===== src/spf_pkg.sv =====
// Shared types, constants and the coil phase table of the stepper position follower.
// Used by every module of the block; depends on nothing else.
package spf_pkg;

   localparam int RING_DEPTH_DEF = 32;
   localparam int POS_SHIFT      = 5;
   localparam int CSR_ADDR_W     = 4;
   localparam int CSR_DATA_W     = 32;

   localparam logic [7:0] LOWER_LIMIT_RST = 8'd5;
   localparam logic [7:0] UPPER_LIMIT_RST = 8'd180;
   localparam logic [7:0] DEADBAND_RST    = 8'd5;

   typedef enum logic [1:0] {
      REG_LOWER_LIMIT = 2'd0,
      REG_UPPER_LIMIT = 2'd1,
      REG_DEADBAND    = 2'd2
   } reg_index_type;

   typedef enum logic {
      OP_SAMPLE = 1'b0,
      OP_TICK   = 1'b1
   } op_type;

   typedef struct packed {
      logic       op;
      logic [7:0] sample;
      logic [7:0] target;
      logic       run;
   } req_type;

   typedef struct packed {
      logic [3:0] coils;
      logic [7:0] position;
      logic       stepped;
      logic       stop_hit;
   } rsp_type;

   typedef struct packed {
      logic [7:0] lower_limit;
      logic [7:0] upper_limit;
      logic [7:0] deadband;
   } cfg_type;

   // Half-step coil pattern for each of the eight phases.
   function automatic logic [3:0] coil_pattern(input logic [2:0] phase);
      logic [3:0] pat;
      unique case (phase)
         3'd0: pat = 4'b0001;
         3'd1: pat = 4'b0011;
         3'd2: pat = 4'b0010;
         3'd3: pat = 4'b0110;
         3'd4: pat = 4'b0100;
         3'd5: pat = 4'b1100;
         3'd6: pat = 4'b1000;
         3'd7: pat = 4'b1001;
         default: pat = 4'b0000;
      endcase
      return pat;
   endfunction

endpackage


===== src/spf_ring.sv =====
// Sample ring memory with its write slot counter and per-entry valid bits.
// Depends on spf_pkg.
module spf_ring #(
   parameter int RING_DEPTH = spf_pkg::RING_DEPTH_DEF
) (
   input  logic       clock,
   input  logic       reset,
   input  logic       rd_en,
   input  logic       wr_en,
   input  logic [7:0] wr_data,
   output logic [7:0] rd_data
);
   import spf_pkg::*;

   localparam int SLOT_W = $clog2(RING_DEPTH);

   logic [7:0]            mem [RING_DEPTH];
   logic [RING_DEPTH-1:0] vld_ff;
   logic [SLOT_W-1:0]     slot_ff;
   logic [SLOT_W-1:0]     wr_slot_ff;
   logic [7:0]            raw_ff;
   logic                  raw_vld_ff;

   // The slot advances when a sample's read is issued; its write lands one stage later.
   always_ff @(posedge clock) begin
      if (reset) begin
         slot_ff    <= '0;
         vld_ff     <= '0;
         raw_vld_ff <= 1'b0;
      end else begin
         if (rd_en) begin
            slot_ff    <= (slot_ff == SLOT_W'(RING_DEPTH - 1)) ? '0 : slot_ff + 1'b1;
            raw_vld_ff <= vld_ff[slot_ff];
         end
         if (wr_en) begin
            vld_ff[wr_slot_ff] <= 1'b1;
         end
      end
   end

   always_ff @(posedge clock) begin
      if (rd_en) begin
         raw_ff     <= mem[slot_ff];
         wr_slot_ff <= slot_ff;
      end
      if (wr_en) begin
         mem[wr_slot_ff] <= wr_data;
      end
   end

   // An entry never written since reset reads as zero.
   assign rd_data = raw_vld_ff ? raw_ff : 8'd0;

endmodule


===== src/spf_ctrl.sv =====
// Running sum, phase sequencer and result register of the stepper position follower.
// Depends on spf_pkg.
module spf_ctrl #(
   parameter int RING_DEPTH = spf_pkg::RING_DEPTH_DEF
) (
   input  logic             clock,
   input  logic             reset,
   input  logic             item_valid,
   input  spf_pkg::req_type item,
   input  logic [7:0]       old_sample,
   input  spf_pkg::cfg_type cfg,
   output logic             take,
   input  logic             rsp_ready,
   output logic             rsp_valid,
   output spf_pkg::rsp_type rsp_data
);
   import spf_pkg::*;

   localparam int SUM_W = $clog2(RING_DEPTH * 255 + 1);
   localparam int EXT_W = (SUM_W > 8) ? SUM_W : 9;

   logic [SUM_W-1:0] sum_ff, sum_in;
   logic [2:0]       phase_ff, phase_in;
   logic [3:0]       coil_ff, coil_in;
   logic             rsp_valid_ff;
   rsp_type          rsp_data_ff, rsp_data_in;
   logic [7:0]       pos;
   logic [8:0]       pos_db, tgt_db;
   logic             move_down, move_up, stop;

   function automatic logic [7:0] pos_of(input logic [SUM_W-1:0] s);
      logic [EXT_W-1:0] w;
      w = EXT_W'(s) >> POS_SHIFT;
      return (|w[EXT_W-1:8]) ? 8'hFF : w[7:0];
   endfunction

   assign take = item_valid && (!rsp_valid_ff || rsp_ready);

   always_comb begin
      sum_in    = sum_ff;
      phase_in  = phase_ff;
      coil_in   = coil_ff;
      move_down = 1'b0;
      move_up   = 1'b0;
      stop      = 1'b0;
      pos_db    = '0;
      tgt_db    = '0;
      if (item.op == OP_SAMPLE) begin
         sum_in = sum_ff - SUM_W'(old_sample) + SUM_W'(item.sample);
         pos    = pos_of(sum_in);
      end else begin
         pos = pos_of(sum_ff);
         if (item.run) begin
            move_down = pos > item.target;
            move_up   = pos < item.target;
            pos_db    = {1'b0, pos} + {1'b0, cfg.deadband};
            tgt_db    = {1'b0, item.target} + {1'b0, cfg.deadband};
            if (move_down && pos < cfg.lower_limit) stop = 1'b1;
            if (move_up && pos > cfg.upper_limit) stop = 1'b1;
            if (pos_db > {1'b0, item.target} && {1'b0, pos} < tgt_db) stop = 1'b1;
            if (move_down || move_up) begin
               coil_in  = coil_pattern(phase_ff);
               phase_in = move_down ? phase_ff + 3'd1 : phase_ff - 3'd1;
            end
         end
      end
      rsp_data_in.coils    = coil_in;
      rsp_data_in.position = pos;
      rsp_data_in.stepped  = move_down || move_up;
      rsp_data_in.stop_hit = stop;
   end

   always_ff @(posedge clock) begin
      if (reset) begin
         sum_ff       <= '0;
         phase_ff     <= '0;
         coil_ff      <= '0;
         rsp_valid_ff <= 1'b0;
      end else begin
         if (take) begin
            sum_ff       <= sum_in;
            phase_ff     <= phase_in;
            coil_ff      <= coil_in;
            rsp_valid_ff <= 1'b1;
         end else if (rsp_ready) begin
            rsp_valid_ff <= 1'b0;
         end
      end
   end

   always_ff @(posedge clock) begin
      if (take) begin
         rsp_data_ff <= rsp_data_in;
      end
   end

   assign rsp_valid = rsp_valid_ff;
   assign rsp_data  = rsp_data_ff;

endmodule


===== src/stepper_position_follower_core.sv =====
// Stepper position follower: top level with the APB-style register port.
// Depends on spf_pkg, spf_ring and spf_ctrl.
// A request beat is registered in stage one, then its result in the result register.
// One item per cycle while results are taken; the ring read issued at acceptance feeds
// the running sum as the beat leaves stage one, so sample beats may follow every cycle.
// Synchronous active-high reset clears ring valid bits, sum, phase, coils; sets limits.
module stepper_position_follower_core #(
   parameter int RING_DEPTH = spf_pkg::RING_DEPTH_DEF
) (
   input  logic                               clock,
   input  logic                               reset,
   input  logic                               req_valid,
   output logic                               req_ready,
   input  spf_pkg::req_type                   req_data,
   output logic                               rsp_valid,
   input  logic                               rsp_ready,
   output spf_pkg::rsp_type                   rsp_data,
   input  logic                               csr_psel,
   input  logic                               csr_penable,
   input  logic                               csr_pwrite,
   input  logic [spf_pkg::CSR_ADDR_W-1:0]     csr_paddr,
   input  logic [spf_pkg::CSR_DATA_W-1:0]     csr_pwdata,
   output logic [spf_pkg::CSR_DATA_W-1:0]     csr_prdata,
   output logic                               csr_pready
);
   import spf_pkg::*;

   // Stage one holds the accepted beat while the ring read is in flight.
   logic       s1_valid_ff;
   req_type    s1_item_ff;
   logic       take;
   logic       req_fire;
   logic       ring_rd_en;
   logic       ring_wr_en;
   logic [7:0] old_sample;
   cfg_type    cfg_ff;
   logic       csr_wr;
   reg_index_type csr_idx;

   assign req_ready  = !s1_valid_ff || take;
   assign req_fire   = req_valid && req_ready;
   // A sample's old ring entry is read as it enters and replaced as it leaves stage one.
   // Consecutive samples use consecutive slots, so a read never meets the write of the
   // same entry in one cycle.
   assign ring_rd_en = req_fire && (req_data.op == OP_SAMPLE);
   assign ring_wr_en = take && (s1_item_ff.op == OP_SAMPLE);

   always_ff @(posedge clock) begin
      if (reset) begin
         s1_valid_ff <= 1'b0;
      end else if (req_fire) begin
         s1_valid_ff <= 1'b1;
      end else if (take) begin
         s1_valid_ff <= 1'b0;
      end
   end

   always_ff @(posedge clock) begin
      if (req_fire) begin
         s1_item_ff <= req_data;
      end
   end

   spf_ring #(
      .RING_DEPTH (RING_DEPTH)
   ) u_ring (
      .clock   (clock),
      .reset   (reset),
      .rd_en   (ring_rd_en),
      .wr_en   (ring_wr_en),
      .wr_data (s1_item_ff.sample),
      .rd_data (old_sample)
   );

   spf_ctrl #(
      .RING_DEPTH (RING_DEPTH)
   ) u_ctrl (
      .clock      (clock),
      .reset      (reset),
      .item_valid (s1_valid_ff),
      .item       (s1_item_ff),
      .old_sample (old_sample),
      .cfg        (cfg_ff),
      .take       (take),
      .rsp_ready  (rsp_ready),
      .rsp_valid  (rsp_valid),
      .rsp_data   (rsp_data)
   );

   // Register port: one word per register, decoded on the word address.
   assign csr_pready = 1'b1;
   assign csr_wr     = csr_psel && csr_penable && csr_pwrite;
   assign csr_idx    = reg_index_type'(csr_paddr[3:2]);

   always_ff @(posedge clock) begin
      if (reset) begin
         cfg_ff.lower_limit <= LOWER_LIMIT_RST;
         cfg_ff.upper_limit <= UPPER_LIMIT_RST;
         cfg_ff.deadband    <= DEADBAND_RST;
      end else if (csr_wr) begin
         case (csr_idx)
            REG_LOWER_LIMIT: cfg_ff.lower_limit <= csr_pwdata[7:0];
            REG_UPPER_LIMIT: cfg_ff.upper_limit <= csr_pwdata[7:0];
            REG_DEADBAND:    cfg_ff.deadband    <= csr_pwdata[7:0];
            default: ;
         endcase
      end
   end

   always_comb begin
      case (csr_idx)
         REG_LOWER_LIMIT: csr_prdata = {24'd0, cfg_ff.lower_limit};
         REG_UPPER_LIMIT: csr_prdata = {24'd0, cfg_ff.upper_limit};
         REG_DEADBAND:    csr_prdata = {24'd0, cfg_ff.deadband};
         default:         csr_prdata = '0;
      endcase
   end

endmodule

===== config.mk =====
export PLATFORM = sky130hd
export DESIGN_NAME = stepper_position_follower_core
export DESIGN_NICKNAME = d
export VERILOG_FILES = /design/src/spf_pkg.sv /design/src/spf_ring.sv /design/src/spf_ctrl.sv /design/src/stepper_position_follower_core.sv
export SDC_FILE = /design/constraint.sdc
export NUM_CORES = 1
export LEC_CHECK = 0
export BUFFER_PORTS_ARGS = -buffer_cell sky130_fd_sc_hd__buf_4
export CORE_MARGIN = 1
export CORE_UTILIZATION = 34
export DETAILED_ROUTE_END_ITERATION = 7
export GPL_ROUTABILITY_DRIVEN = 0
export REMOVE_ABC_BUFFERS = 1
export SLEW_MARGIN = 20
export SYNTH_ARGS = -nofsm -noshare
export SYNTH_HDL_FRONTEND = slang
export SYNTH_SLANG_ARGS = --single-unit
export TNS_END_PERCENT = 1

===== constraint.sdc =====
create_clock -name clock -period 3.7 [get_ports clock]
set_input_delay 0.555 -clock clock [delete_from_list [all_inputs] [get_ports clock]]
set_output_delay 0.555 -clock clock [all_outputs]
set_load 0.02 [all_outputs]

==> results of run 1 <==
metal layers:
metal	GRT usage (%)	routed length, um	vias to the layer above
met5	0	0	-
met4	4.958	867	0
met3	2.390	1737	56
met2	23.58	17530	211
met1	19.59	17000	4871
li1	-	-	4595
area by class of cell:
class	instances	area, um^2
tap	672	840.8
clock inverter	17	160.2
clock buffer	60	1180
antenna	1	2.502
inverter	76	287.8
sequential	389	10810
multi-input combinational	673	6115
fill	4670	30240
timing repair buffer	109	843.3
synthesized netlist by cell type (4+ instances only):
library cell	count	share of area [%]
inv_1	74	1.6
ha_1	69	4.9
and3_1	7	0.25
buf_2	5	0.14
dfxtp_1	88	10
mux2i_1	33	1.9
nand2_1	48	1.0
a21oi_1	39	1.1
o21ai_1	12	0.34
nand4_1	8	0.29
a21o_1	14	0.60
mux4_2	89	11
o21a_1	4	0.17
nor2b_1	14	0.50
fa_1	11	1.3
buf_1	10	0.21
buf_4	30	1.3
clkbuf_1	30	0.64
nand3_1	10	0.29
nand2b_1	8	0.29
nor2_1	128	2.7
xnor2_1	14	0.70
xor2_1	9	0.45
edfxtp_1	301	52
o21ai_0	28	0.80
o21bai_1	4	0.17
and2_1	8	0.29
a211o_1	10	0.50
a31oi_1	4	0.14
nor3_1	8	0.23
a211oi_1	7	0.30
mux2_2	12	0.77
o21ba_1	10	0.57
cell families (layout without fill, tap and decap cells):
family                     count (synthesis)  in the layout  share of synthesized area (%)
adders and majority gates                 80             80                          6.186
xor gates and xnor gates                  24             24                          1.243
other                                      2             26                        0.04287
AOI/OAI and AO/OA                        155            155                          6.079
buffers and inverters                    151            262                          3.929
and+or+nand+nor                          253            253                          6.614
muxes                                    136            136                          14.25
DFF                                      389            389                          61.66
where the power goes:
part | total (mW) | internal (mW) | switching, mW
logic | 0.911 | 0.384 | 0.527
clock network | 4.03 | 2.31 | 1.72
registers | 4.82 | 4.77 | 0.0514
registers in the layout, summed over array words and instances, names as in the netlist, named ones only:
name / cells
s1_item_ff: 18
u_ctrl.rsp_valid: 1
s1_valid_ff: 1
u_ring.raw_vld_ff: 1
u_ring.wr_slot_ff: 5
u_ctrl.rsp_data: 14
u_ring.vld_ff: 32
u_ctrl.sum_ff: 13
u_ring.raw_ff: 8
u_ctrl.phase_ff: 3
u_ctrl.coil_ff: 4
u_ring.mem: 256
cfg_ff: 24
u_ring.slot_ff: 5
placed cells by master (no fill, tap or decap), types with 8 or more instances in the layout:
| cell | instances |
|---|---|
| buf_4 | 107 |
| o21ai_0 | 28 |
| edfxtp_1 | 301 |
| a21o_1 | 14 |
| and2_1 | 8 |
| conb_1 | 25 |
| clkbuf_1 | 13 |
| inv_1 | 74 |
| ha_1 | 69 |
| a21oi_1 | 39 |
| nand3_1 | 10 |
| mux2i_1 | 33 |
| nand2_1 | 48 |
| o21ai_1 | 12 |
| xor2_1 | 9 |
| nor2b_1 | 14 |
| o21ba_1 | 10 |
| fa_1 | 11 |
| mux4_2 | 89 |
| xnor2_1 | 14 |
| a211o_1 | 10 |
| mux2_2 | 12 |
| nor2_1 | 128 |
| nor3_1 | 8 |
| clkbuf_16 | 43 |
| nand2b_1 | 8 |
| nand4_1 | 8 |
| dfxtp_1 | 86 |
how the worst max path moves through the flow:
stage,startpoint,endpoint,slack [ns],cells after the start
6_report,u_ring.raw_vld_ff,u_ctrl.sum_ff[11],0.33,12
3_5_place_dp,u_ring.raw_vld_ff,u_ctrl.sum_ff[11],0.36,12
5_1_grt,u_ring.raw_vld_ff,u_ctrl.sum_ff[11],0.17,12
4_1_cts,u_ring.raw_vld_ff,u_ctrl.sum_ff[11],0.33,12
3_3_place_gp,u_ring.raw_vld_ff,u_ctrl.sum_ff[11],0.38,12
2_1_floorplan,u_ring.slot_ff[0],u_ring.raw_ff[0],-1.07,3
==> flow_summary.yaml, run 1 <==
power_and_ir_drop:
  p_per_area_nw_per_um2: 482.3
  p_leak_nw: 7.330
  p_total_mw: 9.760
  max-vdd-ir-drop_uv: 287.1
worst_setup_path:
  path_cells: "and2_1 -> fa_1 -> inv_1 -> ha_1 -> a21o_1 -> a21oi_2 -> o21ai_2 -> o22a_4 -> a2111oi_4 -> o21bai_2 -> or4b_1 -> o311ai_1"
  crit_path_start_kind: "flop"
  critPathBufInv: 1
  r2r_cells: 12
  critPathMaxFanout: 9
  critPathArrivalTime_ns: 3.85
  rr_endpoint: "u_ctrl.sum_ff[11]"
  rrSetupSlack_ns: 0.33
  slowest_delay_ns: 0.53
  worst_setup_path_end_kind: "flop"
  crit_slowest_cell: "fa_1"
  rr_startpoint: "u_ring.raw_vld_ff"
  worst_ep_required_time_ns: 4.18
  critical_path_class: "flop to flop"
  crit_family: "compound AO/OA/AOI/OAI gates"
final_layout:
  nNetsFinal: 1432
  syn2layout_area_growth_pct: 15.53
  stdcell_count: 1997
  post-route-util_pct: 40.09
  final_area_um2: 20240
  drive_above_1_share_pct: 21.75
clock_tree:
  cts.repair.resized: 0
  clock_latency_ns: 0.58
  post-cts-setup-buffers: 0
  cts.reportedPaths.clkPinSlew_ns: 0.07
  clock_sinks: 389
  cts_buffer_depth: 3
  cts_buffers: 42
  cts_root_buffer: "clkbuf_16"
  cts_tree: "done"
  cts_max_level: 2
  ctsHoldBuffers: 0
placed_design:
  dp_slack_ns: 0.3626
  dpl.hpwl_um: 24970
  place_inst: 1919
  io_buffers: 58
  placed_cell_area_um2: 18890
yosys:
  synth_area_um2: 17520
  synthCells: 1190
  synth_cell_type_count: 66
  avgSynthCellArea_um2: 14.72
  ys_seq_area_share_pct: 61.66
  synth_edf_count: 301
  ys_seq_elements: 389
  ys_dominant_reg_cell: "edfxtp_1"
  async_flop_share_pct: 0
  yosysWarningCount: 0
timing:
  tightest_slew_ns: 1.089
  fin_hold_ws_ns: 0.1681
  fin_skew_ns: 0.02078
  fmax_mhz: 296.4
  period_minus_slack_ns: 3.374
  rsz0062_at_grt: "false"
  fin_ws_ns: 0.3262
  finalSetupViolations: 0
  drv_slew: 0
  totalNegativeSetupSlack_ns: 0
  fin_crit_sh_pct: 91.18
  slew_headroom_pct: 27.28
  hold_viol: 0
drt:
  drt_iter0_drc: 635
  drc: 0
  dr.pass1.iters: 5
  via_per_inst: 4.874
  final_antenna_net_count: 0
  wl_per_cell_um: 18.60
  wl_um: 37140
  vias: 9733
hold_path:
  min_from: "req_data[4]"
  worstHoldPathCells: 1
  hold_path_class: "input pin to flop"
  min_to: "s1_item_ff[4]"
floorplanning:
  dieWidth_um: 229.0
  die-area_um2: 52430
  design.core.area_um2: 50480
  initial_core_util_pct: 34.70
  num_io_pins: 110
  row_count: 82
  die_h_um: 229.0
global_route:
  grt-ovfl-total: 0
  grt_pass1_vias: 10030
  grt_first_pass_wirelength_um: 58710
  antenna_found_initial: 0
  grt_usage_pct: 14.48
  grt_max_degree: 46
run:
  cap_violations: 0
status:
  status: "complete, no violations"
Power figures use the tool's default switching activity.
==> inputs of run 2 (changes only) <==
CORE_ASPECT_RATIO = 1.25   (was unset)
CTS_CLUSTER_SIZE = 10   (was unset)
==> run 2 against run 1 <==
Effect of this change: worst hold slack improved by 0.010 ns; non-clock buffer count fell by 2; combinational power fell by 1%; global-route usage fell by 0.14 points; critical endpoint unchanged.
==> flow_summary.yaml, run 2 (same netlist as run 1, synthesis figures left out) <==
global_route:
  grt_util_met1_pct: 17.78
  grt_usage_pct: 14.34
  grt_pass1_vias: 9931
  grt_max_degree: 43
  gr-usage-met2_pct: 25.37
  grt_busiest_layer: "met2"
  grt-ovfl-total: 0
  grt_first_pass_wirelength_um: 57780
  grt_util_met3_pct: 1.821
  antenna_found_initial: 0
status:
  status: "complete, no violations"
worst_setup_path:
  crit_path_start_kind: "flop"
  rrSetupSlack_ns: 0.39
  worst_setup_path_end_kind: "flop"
  critPathMaxFanout: 9
  worst_ep_required_time_ns: 4.17
  critical_path_class: "flop to flop"
  worst-path-stages: 12
  critPathBufInv: 1
  crit_family: "compound AO/OA/AOI/OAI gates"
  rr_endpoint: "u_ctrl.sum_ff[11]"
  critPathArrivalTime_ns: 3.78
  r2r_cells: 12
  path_cells: "and2_1 -> fa_1 -> inv_1 -> ha_1 -> a21o_1 -> a21oi_2 -> o21ai_2 -> o22a_4 -> a2111oi_4 -> o21bai_2 -> or4b_1 -> o311ai_1"
  cp-startpoint: "u_ring.raw_vld_ff"
  crit_end: "u_ctrl.sum_ff[11]"
  rr_startpoint: "u_ring.raw_vld_ff"
  crit_slowest_cell: "fa_1"
  slowest_delay_ns: 0.53
clock_tree:
  post-cts-setup-buffers: 0
  cts_max_level: 2
  cts.reportedPaths.clkPinSlew_ns: 0.07
  ctsHoldBuffers: 0
  cts_root_buffer: "clkbuf_16"
  clock_sinks: 389
  cts_buffers: 45
  cts.repair.resized: 0
  clock_latency_ns: 0.56
  cts_tree: "done"
  cts_buffer_depth: 3
drt:
  via_per_inst: 4.931
  drt_iter0_drc: 590
  final_antenna_net_count: 0
  vias: 9788
  drc: 0
  wl_um: 37050
  wl_per_cell_um: 18.66
  dr.pass1.iters: 5
final_layout:
  syn2layout_area_growth_pct: 15.44
  nNetsFinal: 1433
  mostFrequentLayoutCells: "edfxtp_1, nor2_1, buf_4"
  final_area_um2: 20220
  antenna_cells: 0
  layout_commonest_cell: "edfxtp_1"
  drive_above_1_share_pct: 21.10
  largestRegisters: "u_ring.mem: 256 flops, u_ring.vld_ff: 32 flops, cfg_ff: 24 flops"
  stdcell_count: 1985
  largest_register_ff_count: 256
  regMostFlops: "u_ring.mem"
timing:
  tightest_slew_ns: 1.038
  finalSetupViolations: 0
  period_minus_slack_ns: 3.312
  hold_viol: 0
  fin_skew_ns: 0.02209
  fmax_mhz: 301.9
  totalNegativeSetupSlack_ns: 0
  fin_crit_sh_pct: 89.52
  fin_ws_ns: 0.3878
  rsz0062_at_grt: "false"
  slew_headroom_pct: 30.73
  drv_slew: 0
  fin_hold_ws_ns: 0.1783
floorplanning:
  design.core.area_um2: 50650
  die_h_um: 255.8
  row_count: 92
  num_io_pins: 110
  initial_core_util_pct: 34.58
  dieWidth_um: 205.0
  die-area_um2: 52440
run:
  cap_violations: 0
placed_design:
  io_buffers: 58
  dp_slack_ns: 0.3772
  dpl.hpwl_um: 25350
  placed_cell_area_um2: 18870
  place_inst: 1903
hold_path:
  worstHoldPathCells: 1
  hold_path_class: "input pin to flop"
  min_from: "req_data[12]"
power_and_ir_drop:
  max-vdd-ir-drop_uv: 315.5
  p_leak_nw: 7.314
  p_per_area_nw_per_um2: 484.2
[run 2: cell count changes in the layout (fill, tap and decap cells not counted), sizes merged]
| cell | delta |
|---|---|
| clkbuf | +19 |
| buf | -2 |
| clkinv | -13 |
| bufinv | -1 |
| diode | -1 |
[run 2: how the worst min path moves through the flow]
stage                            end  slack [ns]
CTS                    s1_item_ff[8]        0.15
finish                s1_item_ff[12]        0.18
global placement    u_ctrl.sum_ff[3]        0.44
global route           s1_item_ff[2]        0.15
detailed placement  u_ctrl.sum_ff[2]        0.45
floorplan           u_ctrl.sum_ff[2]        0.43
[run 2: power breakdown]
group | switching, mW | internal [mW]
logic | 0.518 | 0.384
clock network | 1.68 | 2.38
registers | 0.0524 | 4.77
[run 2: area by class of cell]
cell class                 instances  area (um^2)
timing repair buffer             107        840.8
clock inverter                     3        41.29
clock buffer                      79         1305
inverter                          76        287.8
multi-input combinational        673         6115
fill                            4646        30430
tap                              658        823.3
sequential                       389        10810
[run 2: stage by stage]
| step | utilization, % | power (mW) |
|---|---|---|
| floorplan | - | 5.530 |
| global placement | 37.27 | 5.807 |
| detailed placement | 37.27 | 5.825 |
| CTS | 39.92 | 9.899 |
| global route | 39.92 | 10.16 |
| finish | 39.92 | 9.792 |
[run 2: routing by layer]
metal | vias up | share of wire [%]
li1 | 4606 | -
met1 | 4928 | 42
met2 | 203 | 52
met3 | 51 | 3.3
met4 | 0 | 2.9
met5 | - | 0
